File: src/sv/mcs_pkg.sv
package mcs_pkg;

  localparam int PIXEL_BITS_DEF = 16;
  localparam int VALUE_BITS = 16;
  localparam logic [VALUE_BITS-1:0] OUT_MAX_RESET = 16'd255;

  typedef struct packed {
    logic accept;
    logic load_direct;
    logic mul;
    logic step;
    logic load_div;
  } cmd_t;

  typedef struct packed {
    logic scale;
    logic direct;
    logic step_last;
  } status_t;

endpackage

File: src/sv/minmax_contrast_stretch.sv
// Min-max contrast stretch. Stream the image once with in_op low to measure its extremes, then
// again with in_op high; each scale transaction returns floor(out_max*(pixel-min)/(max-min)),
// the pixel itself when out_max is zero, and zero for a flat image. A measure transaction and
// a scale transaction that hits a clamp case finish at acceptance. Any other scale transaction
// passes acceptance, the 16 by PIXEL_BITS multiplier, 16 iterations of the restoring divider at
// one quotient bit per cycle, and the load of the output register, which waits until it is free
// or being emptied. The next transaction is taken once the block is idle and the output register
// is free or being emptied. The out_max register may be rewritten only while the block is idle.
module minmax_contrast_stretch #(
  parameter int PIXEL_BITS = mcs_pkg::PIXEL_BITS_DEF
) (
  input  logic        clk,
  input  logic        rst_n,
  input  logic        cfg_valid,
  output logic        cfg_ready,
  input  logic [15:0] cfg_data,
  input  logic        in_valid,
  output logic        in_stall,
  input  logic        in_op,
  input  logic [15:0] in_pixel,
  input  logic        in_last,
  output logic        out_valid,
  input  logic        out_stall,
  output logic [15:0] out_value,
  output logic        out_last_res
);

  mcs_pkg::cmd_t    cmd;
  mcs_pkg::status_t st;

  assign cfg_ready = 1'b1;

  mcs_ctrl u_ctrl (
    .clk       (clk),
    .rst_n     (rst_n),
    .in_valid  (in_valid),
    .in_stall  (in_stall),
    .out_valid (out_valid),
    .out_stall (out_stall),
    .st        (st),
    .cmd       (cmd)
  );

  mcs_dp #(
    .PIXEL_BITS (PIXEL_BITS)
  ) u_dp (
    .clk          (clk),
    .rst_n        (rst_n),
    .cfg_we       (cfg_valid && cfg_ready),
    .cfg_data     (cfg_data),
    .in_op        (in_op),
    .in_pixel     (in_pixel),
    .in_last      (in_last),
    .cmd          (cmd),
    .st           (st),
    .out_value    (out_value),
    .out_last_res (out_last_res)
  );

endmodule

File: src/sv/mcs_ctrl.sv
module mcs_ctrl (
  input  logic            clk,
  input  logic            rst_n,
  input  logic            in_valid,
  output logic            in_stall,
  output logic            out_valid,
  input  logic            out_stall,
  input  mcs_pkg::status_t st,
  output mcs_pkg::cmd_t   cmd
);

  localparam logic [1:0] S_IDLE = 2'd0;
  localparam logic [1:0] S_MUL  = 2'd1;
  localparam logic [1:0] S_DIV  = 2'd2;
  localparam logic [1:0] S_DONE = 2'd3;

  logic [1:0] state_r, state_nxt;
  logic       out_valid_r, out_valid_nxt;
  logic       slot_free;

  assign slot_free = !out_valid_r || !out_stall;
  assign in_stall  = (state_r != S_IDLE) || !slot_free;
  assign out_valid = out_valid_r;

  always_comb begin
    state_nxt     = state_r;
    out_valid_nxt = out_valid_r && out_stall;
    cmd           = '0;
    case (state_r)
      S_IDLE: begin
        if (in_valid && !in_stall) begin
          cmd.accept = 1'b1;
          if (st.scale) begin
            if (st.direct) begin
              cmd.load_direct = 1'b1;
              out_valid_nxt   = 1'b1;
            end else begin
              state_nxt = S_MUL;
            end
          end
        end
      end
      S_MUL: begin
        cmd.mul   = 1'b1;
        state_nxt = S_DIV;
      end
      S_DIV: begin
        cmd.step = 1'b1;
        if (st.step_last) begin
          state_nxt = S_DONE;
        end
      end
      S_DONE: begin
        if (slot_free) begin
          cmd.load_div  = 1'b1;
          out_valid_nxt = 1'b1;
          state_nxt     = S_IDLE;
        end
      end
      default: begin
        state_nxt = S_IDLE;
      end
    endcase
  end

  always_ff @(posedge clk) begin
    if (!rst_n) begin
      state_r     <= S_IDLE;
      out_valid_r <= 1'b0;
    end else begin
      state_r     <= state_nxt;
      out_valid_r <= out_valid_nxt;
    end
  end

endmodule

File: src/sv/mcs_dp.sv
module mcs_dp #(
  parameter int PIXEL_BITS = mcs_pkg::PIXEL_BITS_DEF
) (
  input  logic                           clk,
  input  logic                           rst_n,
  input  logic                           cfg_we,
  input  logic [mcs_pkg::VALUE_BITS-1:0] cfg_data,
  input  logic                           in_op,
  input  logic [15:0]                    in_pixel,
  input  logic                           in_last,
  input  mcs_pkg::cmd_t                  cmd,
  output mcs_pkg::status_t               st,
  output logic [mcs_pkg::VALUE_BITS-1:0] out_value,
  output logic                           out_last_res
);

  localparam int VB        = mcs_pkg::VALUE_BITS;
  localparam int PB        = PIXEL_BITS;
  localparam int PROD_BITS = VB + PB;
  localparam int CNT_BITS  = $clog2(VB);

  logic [VB-1:0]       out_max_r;
  logic [PB-1:0]       min_r, max_r;
  logic                started_r;
  logic [PB-1:0]       off_r, den_r, rem_r;
  logic [VB-1:0]       quo_r;
  logic [CNT_BITS-1:0] cnt_r;
  logic                last_r;
  logic [VB-1:0]       value_r;
  logic                last_res_r;

  logic [PB-1:0]        pix;
  logic                 direct;
  logic [VB-1:0]        direct_val;
  logic [PROD_BITS-1:0] prod;
  logic [PB:0]          trial;
  logic                 ge;

  assign pix   = in_pixel[PB-1:0];
  assign prod  = PROD_BITS'(out_max_r) * PROD_BITS'(off_r);
  assign trial = {rem_r, quo_r[VB-1]};
  assign ge    = trial >= {1'b0, den_r};

  always_comb begin
    direct     = 1'b1;
    direct_val = '0;
    if (out_max_r == '0) begin
      direct_val = VB'(pix);
    end else if (max_r <= min_r) begin
      direct_val = '0;
    end else if (pix <= min_r) begin
      direct_val = '0;
    end else if (pix >= max_r) begin
      direct_val = out_max_r;
    end else begin
      direct = 1'b0;
    end
  end

  assign st.scale     = in_op;
  assign st.direct    = direct;
  assign st.step_last = cnt_r == CNT_BITS'(VB - 1);

  always_ff @(posedge clk) begin
    if (!rst_n) begin
      out_max_r <= mcs_pkg::OUT_MAX_RESET;
      min_r     <= '0;
      max_r     <= '0;
      started_r <= 1'b0;
    end else begin
      if (cfg_we) begin
        out_max_r <= cfg_data;
      end
      if (cmd.accept) begin
        if (!in_op) begin
          if (!started_r) begin
            min_r <= pix;
            max_r <= pix;
          end else if (pix > max_r) begin
            max_r <= pix;
          end else if (pix < min_r) begin
            min_r <= pix;
          end
          started_r <= !in_last;
        end else begin
          started_r <= 1'b0;
        end
      end
    end
  end

  always_ff @(posedge clk) begin
    if (cmd.accept && in_op) begin
      off_r  <= pix - min_r;
      den_r  <= max_r - min_r;
      last_r <= in_last;
    end
    if (cmd.mul) begin
      rem_r <= prod[PROD_BITS-1:VB];
      quo_r <= prod[VB-1:0];
      cnt_r <= '0;
    end
    if (cmd.step) begin
      rem_r <= ge ? PB'(trial - {1'b0, den_r}) : trial[PB-1:0];
      quo_r <= {quo_r[VB-2:0], ge};
      cnt_r <= cnt_r + CNT_BITS'(1);
    end
    if (cmd.load_direct) begin
      value_r    <= direct_val;
      last_res_r <= in_last;
    end
    if (cmd.load_div) begin
      value_r    <= quo_r;
      last_res_r <= last_r;
    end
  end

  assign out_value    = value_r;
  assign out_last_res = last_res_r;

endmodule

File: config.mk
export PLATFORM = sky130hd
export DESIGN_NAME = minmax_contrast_stretch
export DESIGN_NICKNAME = d
export VERILOG_FILES = /design/src/sv/mcs_pkg.sv /design/src/sv/minmax_contrast_stretch.sv /design/src/sv/mcs_ctrl.sv /design/src/sv/mcs_dp.sv
export SDC_FILE = /design/constraint.sdc
export NUM_CORES = 1
export LEC_CHECK = 0
export BUFFER_PORTS_ARGS = -buffer_cell sky130_fd_sc_hd__buf_4
export CORE_MARGIN = 4
export CORE_UTILIZATION = 33
export CTS_BUF_LIST = sky130_fd_sc_hd__clkbuf_16
export DETAILED_ROUTE_END_ITERATION = 8
export PLACE_DENSITY_LB_ADDON = 0.15
export SYNTH_ARGS = -nofsm -noshare
export SYNTH_HDL_FRONTEND = slang
export SYNTH_HIERARCHICAL = 1
export SYNTH_SLANG_ARGS = --single-unit
File: constraint.sdc
create_clock -name clk -period 6.8 [get_ports clk]
set_clock_uncertainty 0.1 [all_clocks]
set_input_delay 2.04 -clock clk [delete_from_list [all_inputs] [get_ports clk]]
set_output_delay 2.04 -clock clk [all_outputs]
set_load 0.005 [all_outputs]
* Word-level counts from Yosys, hierarchy flattened
Index checks and enable logic that the tools add are counted.
Widths: inputs -> output; s select.
** Word-level totals
- Register bits :: 138
- Bits of input ports :: 39
- Output and inout bits :: 20
- Logic and storage cells :: 100
** Operators by class
- Add/subtract/negate cells :: 4
- Multipliers :: 1
- Magnitude comparators :: 6
- Equal/unequal tests :: 12
- Muxes and demuxes :: 44
- Bitwise operators :: 1
- Reduce and logical (&&, ||, !) cells :: 18
** Operator list (count)
- $mux 16 :: 16
- $sub 16x16->16 :: 3
- $le 16x16->1 :: 2
- $mul 16x16->32 :: 1
- $ge 17x16->1 :: 1
- $mux 1 :: 17
- $ge 16x16->1 :: 1
- $gt 16x16->1 :: 1
- $logic_not 16->1 :: 1
- $lt 16x16->1 :: 1
- $mux 2 :: 7
- $ne 2x2->1 const B :: 6
- $mux 4 :: 2
- $pmux 2 s4 :: 1
- $reduce_bool 2->1 :: 3
- $logic_not 1->1 :: 5
- $reduce_and 5->1 :: 1
- $add 4x1->4 const B :: 1
- $eq 2x2->1 const B :: 2
- $eq 4x4->1 const B :: 1
- $ne 2x1->1 const B :: 2
- $reduce_and 4->1 :: 1
- $logic_and 1x1->1 :: 3
- $reduce_and 3->1 :: 1
- other kinds (5) :: 6

* Logic depth before layout (Yosys ltp)
Gate-level depths: netlist (run 1).
- Depth after elaboration :: 11
- Mapped depth :: 24
- Depth with buffers taken out :: 23

* Modules after synthesis
The synthesis (run 1) kept the hierarchy.
** Modules (own cells, without submodules)
- mcs_dp :: times used 1, cells an instance 1784, area an instance 16643.5 µm², seq. area each 3563.4 µm²
- mcs_ctrl :: times used 1, cells an instance 31, area an instance 237.7 µm², seq. area each 60.1 µm²
- minmax_contrast_stretch :: times used 1, cells an instance 2, area an instance 11.3 µm², seq. area each 0.0 µm²

* Worst setup path after synthesis (run 1)
Ideal clock, no wire load.
- Path kind :: register -> register
- Start :: reg u_dp.out_max_r[7]
- End :: reg u_dp.rem_r[13], data pin
- Library setup time :: 0.180 ns
- Data arrival time :: 5.770 ns
- Data required time :: 6.520 ns
- Setup slack :: 0.750 ns
- Stages on the path, launching flop included :: 24
- Buffers on the path :: 2
- Clock period less this slack :: 6.050 ns
- Cell sequence :: dfxtp_1 > clkbuf_1 > clkbuf_1 > nand2_1 > fa_1 > inv_1 > fa_1 > inv_1 > fa_1 > inv_1 > fa_1 > fa_1 > inv_1 > fa_1 > inv_1 > ha_1 > and3_1 > and3_1 > a32oi_1 > nand2_1 > o2111ai_2 > nand2_1 > a31o_2 > a221oi_1
** Between the ends
- Longest elaborated chain between the ends :: 3
** Ends and longest elaborated chain
- from (decl) :: line mcs_dp.sv:22 : logic [VB-1:0] out_max_r;
- from (signal assigned) :: line mcs_dp.sv:66 : out_max_r <= mcs_pkg::OUT_MAX_RESET;
- from (signal assigned) :: line mcs_dp.sv:72 : out_max_r <= cfg_data;
- $mul 16x16->32 :: line mcs_dp.sv:40 : assign prod = PROD_BITS'(out_max_r) * PROD_BITS'(off_r);
- $mux 16 :: line mcs_dp.sv:98 : if (cmd.mul) begin
- $mux 16 :: line mcs_dp.sv:103 : if (cmd.step) begin
- to (signal assigned) :: line mcs_dp.sv:99 : rem_r <= prod[PROD_BITS-1:VB];
- to (signal assigned) :: line mcs_dp.sv:104 : rem_r <= ge ? PB'(trial - {1'b0, den_r}) : trial[PB-1:0];
- to (decl) :: line mcs_dp.sv:25 : logic [PB-1:0] off_r, den_r, rem_r;
No other way between the ends. The select of a mux whose other input is x is not followed.
A chain may end at the register's enable or synchronous reset.

* Final worst setup path (run 1)
- Start :: reg u_dp.off_r[11]
- End :: reg u_dp.rem_r[13], data pin
** Between the ends
- Longest elaborated chain between the ends :: 3
** Ends and longest elaborated chain
- from (decl) :: line mcs_dp.sv:25
- from (signal assigned) :: line mcs_dp.sv:94 : off_r <= pix - min_r;
- $mul 16x16->32 :: line mcs_dp.sv:40
- $mux 16 :: line mcs_dp.sv:98
- $mux 16 :: line mcs_dp.sv:103
No other way between the ends. The select of a mux whose other input is x is not followed.

==> impl_results.md, run 1 <==
- Worst Setup EP: u_dp/rem_r[13]
- Crit. Startpoint: u_dp/off_r[11]
- Synth area leaders: fa_1 (23%), edfxtp_1 (15%), ha_1 (13%)
- Met2 usage: 0.288
- Main synth FF type: edfxtp_1
- GP Congestion: 0.878
- Post-route ant nets: 0
- Final hold violations: 0
- Worst setup margin: 0.240 ns
- Yosys warnings: 6
- Core ar.: 50400 µm²
- Multi-input gate area: 11800 µm²
- Syn nets: 2226
- Final Cell Area: 18800 µm²
- Final setup vio count: 0
- DR iter-0 viols: 772
- Vias in the first global route: 13000
- Setup_tns: 0 ns
- DIE HEIGHT: 234 µm
- Die area: 54900 µm²
- Minimum clock period: 6.56 ns
- P&R area growth vs syn: 11.3%
- First-pass detailed-route iteration total: 5
- Via count: 12400
- Worst Tran Pin Value: 1.06 ns
- Ports: 59
- Port-buffer cells: 57
- Total area of sequential cells: 3630 µm²
- Critical path peak fanout: 11
- Reg2reg path depth: 20
- Placement Setup Slack: 0.146 ns
- Gr busiest metal: met2
- Critical path arrival: 6.71 ns
- Distinct cells, synth: 75
- Slew Limit Headroom: 0.295
- Largest net degree at the start of global routing: 70
- Layout cells sized above 1: 0.0914
- Post-synth EDFFs: 86
- RSZ-0062 raised after global routing: no
- Drt total wl: 47100 µm
- Root Driver: clkbuf_16
- Max Slew Vio Count: 0
- Post-Syn Area: 16900 µm²
- Hold Path Class: register to register
- Nets: 2267
- # rows: 82
- Max_cap viols: 0
- CP endpoint kind: register
- Async SR Flop Fraction: 0
- GRT overflow: 0
- Post-placement cell area: 18100 µm²
- Top-area cell type share of the netlist area: 0.233
- Initial antenna violation count: 0
- Status: complete, no violations
- RR Startpoint: u_dp/off_r[11]
- Part of the cycle the worst path needs: 0.965
- Die Span X: 234 µm
- Met3 Use GR: 0.0236
- H-tree Lvls: 4
- Vias per cell: 4.89
- GRT Total Usage: 0.179
- DRC: 0
- Most frequent cells after synthesis: inv_1 (298), nand2_1 (245), fa_1 (197)
- Clock sinks: 138
- Sequential area share after synthesis: 0.215
- Kind of critical path: register to register
- CTS clk-pin slew, worst paths: 0.07 ns
- Hold-fix buffers, CTS: 0
- Average cell area after synthesis: 9.30 µm²
- Reg-to-reg endpoint: u_dp/rem_r[13]
- Worst EP required: 6.95 ns
- Avg WL per Cell: 18.5 µm
- Worst reg2reg setup slack: 0.24 ns
- Fmax: 152 MHz
- First-pass GRT wire length: 74800 µm
- FILL cells: 5113
- Starting density of the core: 0.335
- Cells after Synth: 1817
- CTS max path bufs: 2
- Post-synthesis register bit count: 138
- GR Util met1: 0.258
- Setup crit start kind: register
- Area leader, netlist: fa_1
- Clk_lat worst skew: 0.45 ns
- CTS tree: built
- Num CTS Buffers: 17
- Final HPWL DP: 37800 µm
- Most common cell in the synthesized netlist: inv_1
-- worst min-delay path by stage --
stage / depth (start not counted) / from / to
global placement: 2 / u_dp/min_r[9] / u_dp/min_r[9]
finish: 2 / u_dp/min_r[12] / u_dp/min_r[12]
floorplan: 2 / u_dp/min_r[10] / u_dp/min_r[10]
global route: 2 / u_dp/min_r[9] / u_dp/min_r[9]
detailed placement: 2 / u_dp/min_r[14] / u_dp/min_r[14]
CTS: 2 / u_dp/min_r[13] / u_dp/min_r[13]
-- flip-flops by register name (all words and copies together) (netlist names) --
signal / flops
u_ctrl/out_valid: 1
u_ctrl/state_r: 2
u_dp/cnt_r: 4
u_dp/den_r: 16
u_dp/last_r: 1
u_dp/max_r: 16
u_dp/min_r: 16
u_dp/off_r: 16
u_dp/out_last_res: 1
u_dp/out_max_r: 16
u_dp/out_value: 16
u_dp/quo_r: 16
u_dp/rem_r: 16
u_dp/started_r: 1
-- cells in the final DEF (no fill, tap or decap), types with 4 or more instances in the layout --
master,instances
and2_1,125
nand4_1,15
fa_1,197
a221o_1,5
a31oi_1,7
or3_1,7
inv_6,4
mux2_2,7
nand2_1,245
xnor2_1,45
o211ai_1,5
o21ai_1,9
a21oi_1,47
nor2_1,50
mux2i_1,69
nand3_1,18
a211oi_1,6
dfxtp_2,4
dfxtp_1,48
nor4_1,8
nor2b_1,38
a21o_1,33
nand2b_1,9
o21a_1,13
edfxtp_1,86
o21bai_1,10
o21ai_0,42
inv_1,298
or2_2,5
buf_4,99
ha_1,172
a21oi_2,4
and3_1,9
clkbuf_16,18
xor2_1,16
nor3_1,18
a22oi_1,10
-- kinds of logic after synthesis --
| family | after synthesis | share of synthesized area |
|---|---|---|
| AOI/OAI and AO/OA | 232 | 0.0970 |
| xor gates and xnor gates | 61 | 0.0316 |
| adders and majority gates | 370 | 0.362 |
| buffers and inverters | 378 | 0.0861 |
| DFF | 138 | 0.215 |
| muxes | 76 | 0.0456 |
| other | 1 | 0.000222 |
| and+or+nand+nor | 561 | 0.163 |
-- per-stage QoR --
stage,util,instances,hold slack (ns)
finish,0.373,2546,0.358
global route,0.373,2543,0.386
CTS,0.371,2534,0.363
detailed placement,0.359,2502,0.353
global placement,0.359,2502,0.342
floorplan,-,1817,0.335
-- worst max-delay path: stages (launching register included) --
cell	delay [ns]
edfxtp_1	0.66
and2_1	0.30
fa_1	0.50
inv_1	0.05
fa_1	0.54
inv_1	0.06
fa_1	0.51
fa_1	0.43
fa_1	0.49
inv_1	0.05
fa_1	0.52
inv_1	0.06
ha_1	0.35
and3_1	0.23
and3_1	0.19
a32oi_1	0.14
nand2_1	0.16
o2111ai_2	0.28
nand2_1	0.15
a31o_2	0.27
a221oi_1	0.28
-- cell type report --
| class | count | area share |
|---|---|---|
| timing repair buffer | 102 | 0.0427 |
| antenna | 3 | 0.000399 |
| inverter | 298 | 0.0595 |
| clock inverter | 14 | 0.00712 |
| clock buffer | 18 | 0.0240 |
| tap | 672 | 0.0447 |
| multi-input combinational | 1301 | 0.629 |
| sequential | 138 | 0.193 |
-- repair_timing --
action / in CTS / in global routing
gates resized for setup: 0 / 4
endpoints found under the setup margin: 0 / 6
buffers inserted: 0 / 9
-- routing by layer --
layer  vias to the layer above  part of all wire
li1                       5968                 -
met1                      6248              0.50
met2                       195              0.46
met3                        30             0.034
met4                         0             0.014
met5                         -                 0
Power of run 1 is not shown: default switching activity piles up to over one toggle a cycle in this logic, so the estimate is an artifact.
==> run 2: changes to the inputs <==
==> constraint.sdc (replaced) <==
create_clock -name clk -period 7.65 [get_ports clk]
set_clock_uncertainty 0.1 [all_clocks]
set_input_delay 2.295 -clock clk [delete_from_list [all_inputs] [get_ports clk]]
set_output_delay 2.295 -clock clk [all_outputs]
set_load 0.005 [all_outputs]
==> impl_results.md, run 2 (synthesis gave the netlist of run 1 again) <==
- Hold Path Origin: u_dp/min_r[5]
- Starting density of the core: 0.335 (unchanged)
- Num CTS Buffers: 17 (unchanged)
- CTS max path bufs: 2 (unchanged)
- Setup crit start kind: register
- Commonest non-fill, non-tap cell in the layout: inv_1
- RSZ-0062 raised after global routing: no
- GRT Total Usage: 0.189 (+0.0102)
- DIE HEIGHT: 234 µm (unchanged)
- Post-cts sizing count: 0 (unchanged)
- Final HPWL DP: 38700 µm (+2.3%)
- Critical-path cell list: nand2_1 > fa_1 > inv_1 > fa_1 > inv_1 > fa_1 > inv_1 > fa_1 > fa_1 > inv_1 > fa_1 > inv_1 > ha_1 > a21oi_1 > nor2b_1 > o21a_1 > nand3b_1 > o2111ai_2 > a21oi_1 > o2111a_1 > nor4_1
- WHS Path Cells: 2 (unchanged)
- Gr busiest metal: met2
- Slew Limit Headroom: 0.281 (-0.0146)
- Initial antenna violation count: 0 (unchanged)
- GR Util met1: 0.256 (-0.00169)
- Met2 usage: 0.318 (+0.0298)
- Die area: 54900 µm² (unchanged)
- Vias in the first global route: 13400 (+3.3%)
- Hold Path Class: register to register
- Crit-path max cell delay: 0.95 ns (+0.29 ns)
- P&R area growth vs syn: 10.1%
- Reg-to-reg endpoint: u_dp/rem_r[15]
- Clock sinks: 138 (unchanged)
- Fmax: 145 MHz (-4.8%)
- Hold Path Sink: u_dp/min_r[5]
- Minimum clock period: 6.89 ns (+0.327 ns)
- Die Span X: 234 µm (unchanged)
- WHS: 0.356 ns (-0.00172 ns)
- Nets: 2247 (-0.88%)
- H-tree Lvls: 4 (unchanged)
- Critical path peak fanout: 19 (+8)
- CTS tree: built
- Vias per cell: 4.98 (+1.9%)
- Setup_tns: 0 ns (unchanged)
- Part of the cycle the worst path needs: 0.900 (-0.0644)
- Avg WL per Cell: 19.7 µm (+6.5%)
- Layout cells sized above 1: 0.0805 (-0.0109)
- Setup bufs post-CTS: 0 (unchanged)
- Largest net degree at the start of global routing: 70 (unchanged)
- Worst Tran Pin Value: 1.08 ns (+0.0219 ns)
- Root Driver: clkbuf_16
- First-pass GRT wire length: 78300 µm (+4.8%)
- Reg2reg path depth: 21 (+5.0%)
- Most frequent cells in the layout: inv_1 (299), nand2_1 (245), fa_1 (197), ha_1 (172), and2_1 (125)
- Clk_lat worst skew: 0.46 ns (about the same)
- Max Slew Vio Count: 0 (unchanged)
- Final setup vio count: 0 (unchanged)
- Via count: 12600 (+1.0%)
- DR iter-0 viols: 607 (-21%)
- Worst EP required: 7.82 ns (+0.87 ns)
- Core ar.: 50400 µm² (unchanged)
- Critical path arrival: 7.06 ns (+0.35 ns)
- GRT overflow: 0 (unchanged)
- Most used cell, CP: fa_1
- RR Startpoint: u_dp/out_max_r[7]
- GP Congestion: 0.901 (+2.7%)
- CP endpoint kind: register
- Diode count: 0 (-3)
- Met3 Use GR: 0.0260 (+0.00243)
- Max_cap viols: 0 (unchanged)
- Status: complete, no violations
- Slowest stage cell, crit path: dfxtp_1
- First-pass detailed-route iteration total: 5 (unchanged)
- Final hold violations: 0 (unchanged)
- Drt total wl: 49700 µm (+5.5%)
- Hold-fix buffers, CTS: 0 (unchanged)
- # rows: 82 (unchanged)
- DRC: 0 (unchanged)
- CTS clk-pin slew, worst paths: 0.07 ns (about the same)
- Port-buffer cells: 57 (unchanged)
- Post-route ant nets: 0 (unchanged)
- Ports: 59 (unchanged)
- Kind of critical path: register to register
- Worst reg2reg setup slack: 0.76 ns (+0.52 ns)
-- run 2: cell types whose count changed in the layout (fill, tap and decap cells not counted), moves of 2 or more --
| cell | previous run | this run |
|---|---|---|
| buf_4 | 99 | 82 |
| dfxtp_1 | 48 | 52 |
| dfxtp_2 | 4 | 0 |
| inv_4 | 0 | 4 |
| buf_12 | 3 | 0 |
| diode_2 | 3 | 0 |
| clkinv_1 | 2 | 0 |
| clkinv_4 | 3 | 1 |
| inv_6 | 4 | 2 |
-- run 2: per-layer routing --
metal / vias to the layer above / wire length [µm]
met1: 6325 / 23400
met3: 54 / 1850
met2: 252 / 23500
li1: 5934 / -
met5: - / 0
met4: 0 / 996
-- run 2: per-stage QoR --
stage	std cells	worst slack, ns	utilization	area [µm²]
final	2523	0.763	0.369	18600
after global routing	2523	0.328	0.369	18600
after CTS	2523	0.777	0.369	18600
after detailed placement	2491	0.776	0.358	18000
after global placement	2491	0.765	0.358	18000
after floorplan	1817	1.60	-	16900
-- run 2: critical path, delay by kind of cell (launching register included) --
| family | cells | cell delay (ns) |
|---|---|---|
| fa+ha+maj | 7 | 3.39 |
| buf+inv | 5 | 0.27 |
| compound gates | 5 | 1.21 |
| simple gates | 4 | 0.77 |
| flops | 1 | 0.95 |
-- run 2: final cells by class --
type | instances | area [µm²]
fill | 5219 | 31800
clock inverter | 13 | 110
clock buffer | 19 | 475
sequential | 138 | 3620
tap | 672 | 841
timing repair buffer | 82 | 616
multi-input combinational | 1301 | 11800
inverter | 298 | 1120
-- run 2: worst max path at each step --
stage | start | slack [ns] | depth (start not counted) | end
global route | u_dp/out_max_r[7] | 0.33 | 21 | u_dp/rem_r[11]
CTS | u_dp/out_max_r[7] | 0.78 | 21 | u_dp/rem_r[15]
finish | u_dp/out_max_r[7] | 0.76 | 21 | u_dp/rem_r[15]
detailed placement | u_dp/out_max_r[7] | 0.78 | 21 | u_dp/rem_r[13]
global placement | u_dp/out_max_r[7] | 0.77 | 21 | u_dp/rem_r[13]
floorplan | u_dp/out_max_r[7] | 1.60 | 23 | u_dp/rem_r[13]
Power of run 2 is left out for the same reason.
